<file path="config.mk">
export PLATFORM = sky130hd
export DESIGN_NAME = hbrf_cfg
export DESIGN_NICKNAME = d
export VERILOG_FILES = /design/src/design/hbrf_pkg.sv /design/src/design/hbrf_cfg.sv
export SDC_FILE = /design/constraint.sdc
export NUM_CORES = 1
export LEC_CHECK = 0
export ABC_AREA = 1
export BUFFER_PORTS_ARGS = -buffer_cell sky130_fd_sc_hd__buf_4
export CORE_MARGIN = 4
export CORE_UTILIZATION = 40
export DETAILED_ROUTE_END_ITERATION = 7
export PLACE_DENSITY = 0.7
export SYNTH_ARGS = -nofsm -noshare
export SYNTH_HDL_FRONTEND = slang
export SYNTH_SLANG_ARGS = --single-unit
export TNS_END_PERCENT = 100
</file>
<file path="constraint.sdc">
create_clock -name i_clk -period 1.8 [get_ports i_clk]
set_input_delay 0.09 -clock i_clk [delete_from_list [all_inputs] [get_ports i_clk]]
set_output_delay 0.09 -clock i_clk [all_outputs]
set_load 0.05 [all_outputs]
</file>
<file path="src/design/hbrf_pkg.sv">
`timescale 1ns / 1ps
`default_nettype none

package hbrf_pkg;

    // Geometry
    localparam int NUM_AXES   = 3;
    localparam int CRD_W      = 32;             // coordinate, signed
    localparam int DIF_W      = CRD_W + 1;      // separation component, signed
    localparam int MAG_W      = CRD_W;          // |separation component|
    localparam int SQ_W       = 2 * MAG_W;      // square of one component
    localparam int SUM_W      = SQ_W + 2;       // sum of three squares
    localparam int LEN_W      = SUM_W / 2;      // bond length

    // Rail vector
    localparam int RAIL_W     = 18;             // signed Q1.16
    localparam int RAIL_FRAC  = 16;

    // Projection p = s . u
    localparam int PRD_W      = DIF_W + RAIL_W; // one signed product
    localparam int P_W        = 52;             // signed sum of three products
    localparam int PMAG_W     = P_W - 1;        // |p|

    // Configuration
    localparam int K_W        = 32;
    localparam int R0_W       = 32;
    localparam int CFG_IDX_W  = 3;
    localparam int CFG_DATA_W = 32;

    // Length error e = L - r0
    localparam int ERR_W      = LEN_W + 1;
    localparam int EMAG_W     = LEN_W;

    // Energy path
    localparam int Q_W        = PMAG_W - RAIL_FRAC;   // |p| >> 16
    localparam int D_W        = Q_W + 2;              // signed q - r0
    localparam int DMAG_W     = D_W - 1;
    localparam int D2_W       = 2 * DMAG_W;
    localparam int KD_W       = K_W + DMAG_W;
    localparam int T_W        = K_W + D2_W;
    localparam int EN_W       = 48;

    // Force path
    localparam int LO_W       = 32;             // low slice of split multiplies
    localparam int CAP_W      = 64;             // intermediate clamp point
    localparam int HC_W       = CAP_W - RAIL_FRAC + 1;
    localparam int FP_W       = HC_W + RAIL_W;
    localparam int FM_W       = FP_W - RAIL_FRAC;
    localparam int FRC_W      = 32;

    localparam logic [FRC_W-1:0] FRC_POS_CAP = 32'h7FFF_FFFF;
    localparam logic [FRC_W-1:0] FRC_NEG_CAP = 32'h8000_0000;

    // Register reset values
    localparam logic [K_W-1:0]    K_RESET      = 32'h0001_0000;
    localparam logic [R0_W-1:0]   R0_RESET     = 32'h0001_0000;
    localparam logic [RAIL_W-1:0] RAIL_X_RESET = 18'h1_0000;
    localparam logic [RAIL_W-1:0] RAIL_Y_RESET = 18'h0_0000;
    localparam logic [RAIL_W-1:0] RAIL_Z_RESET = 18'h0_0000;

    typedef enum logic [CFG_IDX_W-1:0] {
        CFG_SPRING = 3'd0,
        CFG_REST   = 3'd1,
        CFG_RAIL_X = 3'd2,
        CFG_RAIL_Y = 3'd3,
        CFG_RAIL_Z = 3'd4
    } t_cfg_idx;

    typedef struct packed {
        logic [K_W-1:0]                   k;
        logic [R0_W-1:0]                  r0;
        logic [NUM_AXES-1:0][RAIL_W-1:0]  rail;
    } t_cfg;

endpackage

`default_nettype wire

</file>
<file path="src/design/hbrf_cfg.sv">
`timescale 1ns / 1ps
`default_nettype none

module hbrf_cfg import hbrf_pkg::*; (
    input  logic                  i_clk,
    input  logic                  i_rst_n,
    input  logic                  i_cfg_valid,
    output logic                  o_cfg_ready,
    input  logic [CFG_IDX_W-1:0]  i_cfg_index,
    input  logic [CFG_DATA_W-1:0] i_cfg_data,
    output t_cfg                  o_cfg
);

    t_cfg r_cfg;

    // always able to take a write
    assign o_cfg_ready = 1'b1;
    assign o_cfg       = r_cfg;

    // register file; unknown indexes are dropped
    always_ff @(posedge i_clk) begin
        if (!i_rst_n) begin
            r_cfg.k       <= K_RESET;
            r_cfg.r0      <= R0_RESET;
            r_cfg.rail[0] <= RAIL_X_RESET;
            r_cfg.rail[1] <= RAIL_Y_RESET;
            r_cfg.rail[2] <= RAIL_Z_RESET;
        end else if (i_cfg_valid) begin
            case (i_cfg_index)
                CFG_SPRING: r_cfg.k       <= i_cfg_data[K_W-1:0];
                CFG_REST:   r_cfg.r0      <= i_cfg_data[R0_W-1:0];
                CFG_RAIL_X: r_cfg.rail[0] <= i_cfg_data[RAIL_W-1:0];
                CFG_RAIL_Y: r_cfg.rail[1] <= i_cfg_data[RAIL_W-1:0];
                CFG_RAIL_Z: r_cfg.rail[2] <= i_cfg_data[RAIL_W-1:0];
                default: ;
            endcase
        end
    end

endmodule

`default_nettype wire

</file>
# [After elaboration in Yosys (flattened, before gate mapping)]
# Index checks and enable logic that the tools add are counted.
[word_totals] mem_count=0 elab_cells=15 ff_bits=118 latchBits=0 output_inout_bits=119 ramBits=0 romBits=0 in_bits=38
[op_classes] n_bitwise=0 n_reduce_logical=6 shift=0 mul=0 n_addsub=0 n_mux=0 eq_ne=4 magnitude_cmp=0 n_div=0
[op_table] cell="2-bit AND reduction" count=5
[op_table] cell="3-bit by 2-bit equality test with 1-bit output, second input constant" count=2
[op_table] cell="3-bit by 1-bit equality test with 1-bit output, second input constant" count=1
[op_table] cell="3-bit equality test, second input constant" count=1
[op_table] cell="3-bit zero test" count=1

# [Depth between registers and ports, before layout]
# Gate-level depths: netlist (run 1).
[depth] word_depth=2 mapped_depth=6 mapped_depth_nobuf=5

# [Worst setup path after synthesis (run 1)]
# Ideal clock, no wire load.
[synth_path] kind="reg-to-reg" from="reg, netlist name o_cfg[0]" to="reg r_cfg (netlist bit o_cfg[0])" arrival_ns=0.794 n_path_buf=0 setup_slack_ns=0.942 path_stages_with_launch=3 synth_period_minus_slack_ns=0.858 setup_ns=0.064 t_required_ns=1.736 cell_sequence="dfxtp_1 -> nor2_1 -> nor2_1"
[synth_lines] element="end, declared" line="hbrf_cfg.sv:14" source="t_cfg r_cfg;"

# [Final worst setup path (run 1)]
[layout_path] from="reg r_cfg (netlist bit o_cfg[51])" to="out o_cfg[51] (netlist name)"
[layout_lines] element="end, declared" line="hbrf_cfg.sv:11" source="output t_cfg o_cfg"
# No word-level cell between the ends.

==> summary.log, run 1 <==
INFO  critical_path  launch_point_of_the_critical_path=o_cfg[51]
INFO  critical_path  timing.critical_path.required=1.71ns
INFO  synthesis      synth.ff_latch_count=118
INFO  global_route   use_met1=0.268
INFO  critical_path  minimum_setup_slack_among_reg_to_reg_paths=1.20ns
INFO  global_route   use_met3=0.0684
INFO  synthesis      synthesis.area=4770squm
INFO  synthesis      synth_cell_type_count=16
INFO  synthesis      syn_area_per_cell=6.94squm
INFO  power          static-leakage-power=3.17nW
INFO  timing         timing.final.hold_violations=0
INFO  clock_tree     clk_pin_slew_worst_paths=0.05ns
INFO  cells_and_area insertedDiodeCount=0
INFO  detailed_routing postRouteAntennaNets=0
INFO  floorplan      floorplan.initialDensity=0.413
INFO  floorplan      die_y=117um
INFO  critical_path  crit_cells=1
INFO  critical_path  slowest_delay=0.36ns
INFO  global_route   antenna_found_initial=0
INFO  timing         maxSlewHeadroom=0.620
INFO  global_route   globalRouteOverflowTotal=0
INFO  timing         finalSetupTns=0ns
INFO  synthesis      syn_nets=726
INFO  synthesis      synth_top_area_frac=0.495
INFO  synthesis      synthArstFlopShare=0
INFO  floorplan      placement_rows=39
INFO  detailed_routing drt_first_iter_violations=402
INFO  synthesis      most_common_cell_in_the_netlist=sky130_fd_sc_hd__nor2_1
INFO  synthesis      synth_sequential_area_ratio=0.495
INFO  critical_path  critPathArrivalTime=0.98ns
INFO  global_route   grt_start_max_net_pins=119
INFO  floorplan      core_region_area=11600squm
INFO  clock_tree     cts_resized=0
INFO  critical_path  rr_startpoint=o_cfg[51]
INFO  synthesis      synth_common_cells=sky130_fd_sc_hd__nor2_1, sky130_fd_sc_hd__nand2_1, sky130_fd_sc_hd__dfxtp_1, sky130_fd_sc_hd__nand3_1, sky130_fd_sc_hd__inv_1
INFO  detailed_routing post-route-drc-count=0
INFO  critical_path  timing.critical_path.max_delay_family=flip-flops
INFO  timing         worst_clock_skew=0ns
INFO  cells_and_area synth_to_layout_area_growth=38.7%
INFO  critical_path  r2r_cells=2
INFO  power          cellPowerDensity=1080nW/um^2
INFO  detailed_routing avgViaCountPerCell=4.74
INFO  outcome        run_status=complete, no violations
INFO  detailed_routing routed_wirelength=13.8mm
INFO  detailed_routing wire_per_inst=14.0um
INFO  critical_path  crit-reg2reg-capture=o_cfg[51]
INFO  detailed_routing drt_pre_antenna_iters=5
INFO  global_route   grt_first_pass_wirelength=21.8mm
INFO  critical_path  crit_type=reg -> out
INFO  global_route   global_route.usage.met2=0.312
INFO  clock_tree     cts_num_sinks=118
INFO  timing         max_freq=939MHz
INFO  placed_design  gp_routability_congestion=0.760
INFO  critical_path  type_of_origin_of_the_critical_path=flop
INFO  global_route   first_global_vias=4238
INFO  timing         slew_viol_final=0
INFO  cells_and_area final_nets=868
INFO  timing         grt_setup_unrepaired=no
INFO  global_route   gr-usage-all-layers=0.203
INFO  hold_path      worstHoldPathType=in -> reg
INFO  critical_path  critical_path.endpoint=o_cfg[51]
INFO  synthesis      syn-instance-count=688
INFO  cells_and_area drive_above_1_share=0.245
INFO  synthesis      synth_top_area_cell=sky130_fd_sc_hd__dfxtp_1
INFO  synthesis      ys_top_cells_by_area=sky130_fd_sc_hd__dfxtp_1, sky130_fd_sc_hd__nor2_1, sky130_fd_sc_hd__nand3_1
INFO  clock_tree     tritoncts=built
INFO  power          peakVddDrop=0.450mV
INFO  run            cap_violations=0
INFO  synthesis      synth_enable_flop_cells=0
INFO  floorplan      die_area=13700squm
INFO  critical_path  crit_path_top_delay_cell=sky130_fd_sc_hd__dfxtp_1
INFO  placed_design  portbufs=155
INFO  placed_design  detailed_place_hpwl=8.94mm
INFO  clock_tree     worst_skew_pair.late_latency=0.40ns
INFO  critical_path  capturing_element_type_of_the_critical_path=primary output
INFO  clock_tree     htreeDepth=4
INFO  critical_path  critical_path.cell_chain=buf_4
INFO  timing         tightest_slew=0.567ns
INFO  floorplan      top_level_ports=157
INFO  power          report.power.total=7.15mW
INFO  critical_path  cp_num_buf_inv=1
INFO  timing         setup-violations-final=0
INFO  clock_tree     clock-root-buffer=sky130_fd_sc_hd__clkbuf_16
INFO  clock_tree     number_of_buffers_added_by_the_clock_tree_synthesis_step=17
INFO  cells_and_area largest_register_ffs=118
INFO  global_route   busiest_layer=met2
INFO  timing         timing.final.crit_share=0.592
INFO  synthesis      dominantRegCellSynth=sky130_fd_sc_hd__dfxtp_1
INFO  clock_tree     cts.path.max_buffers=2
INFO  timing         final_min_period=1.07ns
INFO  cells_and_area fillerInstances=1119
INFO  detailed_routing dr_vias=4672
INFO  critical_path  timing.critical_path.fanout_max=2
INFO  synthesis      ys.warnings.count=0
INFO  floorplan      fp.dieW=117um
per-layer routing:
| metal | up-vias | part of all wire |
|---|---|---|
| met4 | 0 | 0.014 |
| met1 | 2082 | 0.45 |
| met2 | 167 | 0.45 |
| li1 | 2405 | - |
| met3 | 18 | 0.085 |
| met5 | - | 0 |
where the power goes:
part / total [mW] / switching [mW] / leakage (nW) / internal, mW
sequential: 2.76 / 0.0506 / 0.959 / 2.71
combinational: 0.991 / 0.689 / 1.92 / 0.302
clock: 3.40 / 1.14 / 0.292 / 2.27
total: 7.15 / 1.88 / 3.17 / 5.28
stage by stage:
stage          setup slack [ns]   util  instances  cell area [sq um]  hold slack [ns]
5_1_grt                   0.695  0.573        985               6620           0.0269
4_1_cts                   0.709  0.573        985               6620         0.000761
3_3_place_gp              0.510  0.519        952               6000            0.343
2_1_floorplan             0.942      -        688               4770            0.203
3_5_place_dp              0.472  0.519        952               6000            0.344
6_report                  0.735  0.573        985               6620           0.0126
cell usage in the layout, fill, tap and decap left out, drive strengths merged:
cell | Yosys | final
nand3 | 118 | 118
dfxtp | 118 | 118
clkbuf | 2 | 22
clkinv | 2 | 6
dlygate4sd3 | 0 | 2
buf | 42 | 165
bufinv | 0 | 3
clkinvlp | 0 | 2
conb | 1 | 1
nand2 | 130 | 130
inv | 36 | 36
nor2 | 239 | 239
tightest hold or removal path, stage by stage:
cell,delay [ns]
sky130_fd_sc_hd__buf_4,0.07
sky130_fd_sc_hd__inv_1,0.04
sky130_fd_sc_hd__nand3_1,0.07
sky130_fd_sc_hd__nand2_1,0.05
sky130_fd_sc_hd__nor2_1,0.07
area by class of cell:
class	instances	area, sq um	share of cell area
Tap cell	143	179	0.0270
Sequential cell	118	2360	0.357
Inverter	38	143	0.0215
Multi-Input combinational cell	488	2030	0.307
Clock inverter	9	125	0.0189
Timing Repair Buffer	167	1310	0.198
Clock buffer	22	474	0.0716
timing repair:
| action | 4_1_cts | 5_1_grt |
|---|---|---|
| hold endpoints to repair | 4 | 0 |
| endpoints found under the setup margin | 0 | 0 |
| hold buffers | 2 | 0 |
| buffers inserted | 0 | 0 |
logic make-up (layout without fill, tap and decap cells):
logic type | after synthesis | in the layout | share of synthesized area
other | 1 | 1 | 0.000786
flip-flops | 118 | 118 | 0.495
AND/OR/NAND/NOR | 487 | 487 | 0.422
buffers and inverters | 82 | 236 | 0.0820
how the worst min path moves through the flow:
stage	startpoint	end	cells after the start
after floorplan	i_cfg_data[16]	o_cfg[102]	2
after global placement	i_cfg_data[16]	o_cfg[102]	3
after detailed placement	i_cfg_data[16]	o_cfg[102]	3
after CTS	i_cfg_data[19]	o_cfg[73]	5
after global routing	i_cfg_data[23]	o_cfg[77]	5
final	i_cfg_data[19]	o_cfg[73]	5
Power figures use the tool's default switching activity.
==> run 2, diff against run 1 <==
==> constraint.sdc (replaced) <==
create_clock -name i_clk -period 1 [get_ports i_clk]
set_input_delay 0.05 -clock i_clk [delete_from_list [all_inputs] [get_ports i_clk]]
set_output_delay 0.05 -clock i_clk [all_outputs]
set_load 0.05 [all_outputs]
==> run 2 against run 1 <==
Global-route usage increased by 0.80 points; flip-flop and latch count unchanged; design area increased by 14%; sequential share of layout area decreased by 3.0 points; sequential power increased by 82%; via count increased by 4.8%.
==> summary.log, run 2 (synthesized netlist as in run 1, its figures left out) <==
INFO  cells_and_area final-instance-count-excl-fill=1013
INFO  detailed_routing dr_vias=4897
INFO  clock_tree     worst_skew_pair.late_latency=0.40ns
INFO  detailed_routing postRouteAntennaNets=0
INFO  floorplan      top_level_ports=157
INFO  global_route   global_route.usage.met2=0.356
INFO  critical_path  r2r_cells=2
INFO  critical_path  slowest_delay=0.35ns
INFO  critical_path  cp_num_buf_inv=1
INFO  critical_path  critPathArrivalTime=0.93ns
INFO  global_route   first_global_vias=4686
INFO  floorplan      die_y=117um
INFO  critical_path  launch_point_of_the_critical_path=o_cfg[94]
INFO  critical_path  timing.critical_path.fanout_max=2
INFO  detailed_routing drt_pre_antenna_iters=5
INFO  global_route   use_met1=0.257
INFO  power          cellPowerDensity=1760nW/um^2
INFO  cells_and_area drive_above_1_share=0.352
INFO  cells_and_area postLayoutCellArea=7550squm
INFO  cells_and_area layout_commonest_cell=sky130_fd_sc_hd__nor2_1
INFO  clock_tree     post-cts-setup-buffer-count=0
INFO  placed_design  dpl_cell_area=6190squm
INFO  detailed_routing avgViaCountPerCell=4.83
INFO  clock_tree     htreeDepth=4
INFO  global_route   globalRouteOverflowTotal=0
INFO  detailed_routing post-route-drc-count=0
INFO  hold_path      min-delay-start=i_cfg_data[5]
INFO  critical_path  crit-reg2reg-capture=o_cfg[33]
INFO  clock_tree     tritoncts=built
INFO  critical_path  crit_path_top_delay_cell=sky130_fd_sc_hd__dfxtp_1
INFO  critical_path  timing.critical_path.max_delay_family=flip-flops
INFO  floorplan      fp.dieW=117um
INFO  floorplan      floorplan.initialDensity=0.413
INFO  critical_path  critical_path.endpoint=o_cfg[94]
INFO  timing         setup-violations-final=0
INFO  cells_and_area insertedDiodeCount=0
INFO  cells_and_area leading_cell_types_in_the_layout_fill_and_taps_excluded=sky130_fd_sc_hd__nor2_1, sky130_fd_sc_hd__nand2_1, sky130_fd_sc_hd__nand3_1, sky130_fd_sc_hd__buf_6, sky130_fd_sc_hd__dfxtp_2
INFO  timing         final_min_period=0.980ns
INFO  power          peakVddDrop=1.06mV
INFO  timing         slew_viol_final=0
INFO  timing         worst_clock_skew=0ns
INFO  cells_and_area largest_register_ffs=118
INFO  cells_and_area sequential_cell_area=2470squm
INFO  clock_tree     cts_num_sinks=118
INFO  critical_path  timing.critical_path.required=0.95ns
INFO  critical_path  crit_type=reg -> out
INFO  timing         max_freq=1020MHz
INFO  global_route   grt_first_pass_wirelength=22.8mm
INFO  detailed_routing routed_wirelength=14.5mm
INFO  critical_path  crit_cells=1
INFO  global_route   grt_start_max_net_pins=53
INFO  placed_design  placed_cells_incl_taps=964
INFO  cells_and_area multi_input_comb_area=2030squm
INFO  critical_path  minimum_setup_slack_among_reg_to_reg_paths=0.38ns
INFO  critical_path  type_of_origin_of_the_critical_path=flop
INFO  outcome        run_status=complete, no violations
INFO  placed_design  detailed_place_hpwl=9.42mm
INFO  placed_design  gp_routability_congestion=0.779
INFO  cells_and_area synth_to_layout_area_growth=58.2%
INFO  floorplan      core_region_area=11600squm
INFO  cells_and_area fillerInstances=975
INFO  hold_path      worstHoldPathType=in -> reg
INFO  detailed_routing drt_first_iter_violations=433
INFO  global_route   antenna_found_initial=0
INFO  detailed_routing wire_per_inst=14.3um
INFO  clock_tree     cts.path.max_buffers=2
INFO  timing         timing.final.crit_share=0.980
INFO  critical_path  capturing_element_type_of_the_critical_path=primary output
INFO  floorplan      placement_rows=39
INFO  placed_design  portbufs=155
INFO  power          static-leakage-power=3.46nW
INFO  critical_path  rr_startpoint=o_cfg[33]
INFO  floorplan      die_area=13700squm
INFO  global_route   use_met3=0.0653
INFO  clock_tree     number_of_buffers_added_by_the_clock_tree_synthesis_step=17
INFO  run            cap_violations=0
INFO  clock_tree     clk_pin_slew_worst_paths=0.05ns
INFO  cells_and_area final_nets=895
INFO  clock_tree     clock-root-buffer=sky130_fd_sc_hd__clkbuf_16
INFO  timing         timing.final.hold_violations=0
INFO  global_route   busiest_layer=met2
INFO  critical_path  critical_path.cell_chain=buf_6
INFO  global_route   gr-usage-all-layers=0.211
[run 2: worst register-to-register path: cells and delay by family, from the launching register on]
kind             cells  cell delay [ns]
DFF                  1             0.32
and+or+nand+nor      2             0.19
[run 2: worst min-delay path by stage]
stage	depth (start not counted)	end
after floorplan	2	o_cfg[102]
after global placement	3	o_cfg[102]
final	5	o_cfg[41]
after CTS	5	o_cfg[10]
after detailed placement	3	o_cfg[16]
after global routing	5	o_cfg[64]
[run 2: power breakdown]
part / internal (mW) / switching, mW
sequential: 4.89 / 0.127
clock: 4.10 / 2.16
combinational: 0.748 / 1.27
total: 9.74 / 3.55
[run 2: timing repair]
action / in CTS / in global routing
cloned: 0 / 1
endpoints found under the hold margin: 43 / 0
setup endpoints to repair: 90 / 74
hold buffers: 16 / 0
resized for setup: 123 / 81
[run 2: per-stage QoR]
stage / hold slack (ns) / util / total power [mW] / setup slack, ns / setup TNS, ns
6_report: 0.0629 / 0.653 / 13.3 / 0.0203 / 0
3_5_place_dp: 0.312 / 0.535 / 6.91 / -0.0335 / -0.215
4_1_cts: 0.0461 / 0.636 / 13.3 / 0.000142 / 0
3_3_place_gp: 0.307 / 0.535 / 6.90 / 0.0310 / 0
2_1_floorplan: 0.163 / - / 6.27 / 0.142 / 0
5_1_grt: 0.0868 / 0.653 / 13.8 / -0.00416 / -0.00895
[run 2: metal layers]
| layer | up-vias | share of wire | wire [um] |
|---|---|---|---|
| met1 | 2235 | 0.43 | 6230 |
| li1 | 2464 | - | - |
| met4 | 0 | 0.014 | 199 |
| met3 | 23 | 0.072 | 1050 |
| met5 | - | 0 | 0 |
| met2 | 175 | 0.48 | 7040 |
[run 2: final cells by class]
class                           count  share of cell area
Sequential cell                   118               0.327
Timing Repair Buffer              194               0.280
Multi-Input combinational cell    488               0.269
Clock buffer                       20              0.0618
Tap cell                          143              0.0237
Clock inverter                     12              0.0201
Inverter                           38              0.0189
==> run 3, diff against run 2 <==
--- a/config.mk
+++ b/config.mk
@@ -11,6 +11,7 @@
 export CORE_UTILIZATION = 40
 export DETAILED_ROUTE_END_ITERATION = 7
 export PLACE_DENSITY = 0.7
+export REMOVE_ABC_BUFFERS = 1
 export SYNTH_ARGS = -nofsm -noshare
 export SYNTH_HDL_FRONTEND = slang
 export SYNTH_SLANG_ARGS = --single-unit
==> run 3 against run 2 <==
Clock power fell by 8.1%; worst hold slack worse by 0.015 ns; die area is the same; wire length grew 2.0%; via count decreased by 0.63%; largest power group unchanged; clock-buffer cell count increased by 7; global-route usage grew 0.21 points; setup slack worse by 0.00051 ns.
==> summary.log, run 3 (synthesized netlist as in run 1, its figures left out) <==
INFO  timing         timing.final.ws_setup=0.0198ns
INFO  timing         tightest_slew=0.850ns
INFO  placed_design  dp_worst_setup_slack=-0.233ns
INFO  detailed_routing post-route-drc-count=0
INFO  detailed_routing dr_vias=4866
INFO  critical_path  timing.critical_path.fanout_max=2
INFO  clock_tree     cts_num_sinks=118
INFO  floorplan      die_area=13700squm
INFO  detailed_routing drt_first_iter_violations=358
INFO  detailed_routing wire_per_inst=14.5um
INFO  critical_path  crit_type=reg -> out
INFO  global_route   globalRouteOverflowTotal=0
INFO  critical_path  timing.critical_path.required=0.95ns
INFO  placed_design  portbufs=155
INFO  floorplan      fp.dieW=117um
INFO  clock_tree     number_of_buffers_added_by_the_clock_tree_synthesis_step=17
INFO  global_route   gr-usage-all-layers=0.213
INFO  placed_design  detailed_place_hpwl=9.58mm
INFO  critical_path  type_of_origin_of_the_critical_path=flop
INFO  timing         setup-violations-final=0
INFO  timing         worst_clock_skew=0ns
INFO  detailed_routing avgViaCountPerCell=4.78
INFO  clock_tree     htreeDepth=4
INFO  global_route   grt_first_pass_wirelength=22.9mm
INFO  detailed_routing postRouteAntennaNets=0
INFO  detailed_routing routed_wirelength=14.8mm
INFO  global_route   grt_start_max_net_pins=43
INFO  floorplan      placement_rows=39
INFO  cells_and_area final-instance-count-excl-fill=1019
INFO  critical_path  crit_path_top_delay_cell=sky130_fd_sc_hd__dfxtp_1
INFO  cells_and_area drive_above_1_share=0.330
INFO  cells_and_area final_nets=903
INFO  power          report.power.total=12.8mW
INFO  global_route   antenna_found_initial=0
INFO  cells_and_area layout_commonest_cell=sky130_fd_sc_hd__nor2_1
INFO  clock_tree     tritoncts=built
INFO  critical_path  slowest_delay=0.36ns
INFO  timing         slew_viol_final=0
INFO  cells_and_area leading_cell_types_in_the_layout_fill_and_taps_excluded=sky130_fd_sc_hd__nor2_1, sky130_fd_sc_hd__nand2_1, sky130_fd_sc_hd__nand3_1, sky130_fd_sc_hd__buf_6, sky130_fd_sc_hd__dfxtp_2
INFO  clock_tree     clock-root-buffer=sky130_fd_sc_hd__clkbuf_16
INFO  timing         timing.final.crit_share=0.980
INFO  clock_tree     clk_pin_slew_worst_paths=0.05ns
INFO  cells_and_area largest_register_ffs=118
INFO  cells_and_area final_core_util=0.647
INFO  critical_path  critical_path.cell_chain=buf_6
INFO  critical_path  timing.critical_path.max_delay_family=flip-flops
INFO  timing         final_min_period=0.980ns
INFO  placed_design  dpl_cell_area=6250squm
INFO  timing         max_freq=1020MHz
INFO  floorplan      core_region_area=11600squm
INFO  timing         hold-worst-slack=0.0479ns
INFO  run            cap_violations=0
INFO  hold_path      worstHoldPathType=in -> reg
INFO  detailed_routing drt_pre_antenna_iters=4
INFO  clock_tree     cts.path.max_buffers=2
INFO  timing         finalSetupTns=0ns
INFO  global_route   first_global_vias=4567
INFO  power          peakVddDrop=0.821mV
INFO  power          cellPowerDensity=1710nW/um^2
INFO  outcome        run_status=complete, no violations
INFO  floorplan      top_level_ports=157
INFO  cells_and_area postLayoutCellArea=7480squm
INFO  placed_design  placed_cells_incl_taps=973
INFO  cells_and_area synth_to_layout_area_growth=56.6%
INFO  floorplan      die_y=117um
INFO  clock_tree     worst_skew_pair.late_latency=0.40ns
INFO  floorplan      floorplan.initialDensity=0.413
INFO  timing         maxSlewHeadroom=0.433
INFO  critical_path  cp_num_buf_inv=1
INFO  critical_path  critPathArrivalTime=0.93ns
INFO  placed_design  gp_routability_congestion=0.771
INFO  clock_tree     post-cts-setup-buffer-count=0
INFO  timing         timing.final.hold_violations=0
INFO  critical_path  capturing_element_type_of_the_critical_path=primary output
INFO  power          static-leakage-power=3.47nW
INFO  cells_and_area insertedDiodeCount=0
-- run 3: worst paths after layout --
kind | startpoint | end | slack [ns] | cells after the start
setup / recovery | o_cfg[47] | o_cfg[47] | 0.02 | 1
hold / removal | i_cfg_data[8] | o_cfg[8] | 0.05 | 5
setup reg to reg | o_cfg[37] | o_cfg[37] | 0.35 | 2
hold reg to reg | o_cfg[108] | o_cfg[108] | 0.48 | 2
-- run 3: cell type report --
| class | instances | area [sq um] |
|---|---|---|
| well taps | 143 | 179 |
| clock inverters | 3 | 40.0 |
| repair buffers | 202 | 2110 |
| flip-flops and latches | 118 | 2440 |
| inverters | 38 | 143 |
| multi-input cells | 488 | 2030 |
| fillers | 1011 | 4090 |
| clock buffers | 27 | 523 |
-- run 3: layer usage --
| metal | vias to the layer above | share of wire | GRT usage |
|---|---|---|---|
| met1 | 2235 | 0.43 | 0.267 |
| met5 | - | 0 | 0 |
| met3 | 20 | 0.059 | 0.0576 |
| li1 | 2473 | - | - |
| met4 | 0 | 0.015 | 0.0757 |
| met2 | 138 | 0.50 | 0.353 |
-- run 3: repair_timing --
action                                 4_1_cts  5_1_grt
endpoints found under the hold margin       33        0
setup endpoints to repair                   41       95
hold buffers                                16        0
gates resized for setup                     54      123
-- run 3: report_power, final --
part	switching, mW	internal (mW)
sequential	0.120	4.89
clock	1.97	3.78
combinational	1.28	0.759
total	3.37	9.43
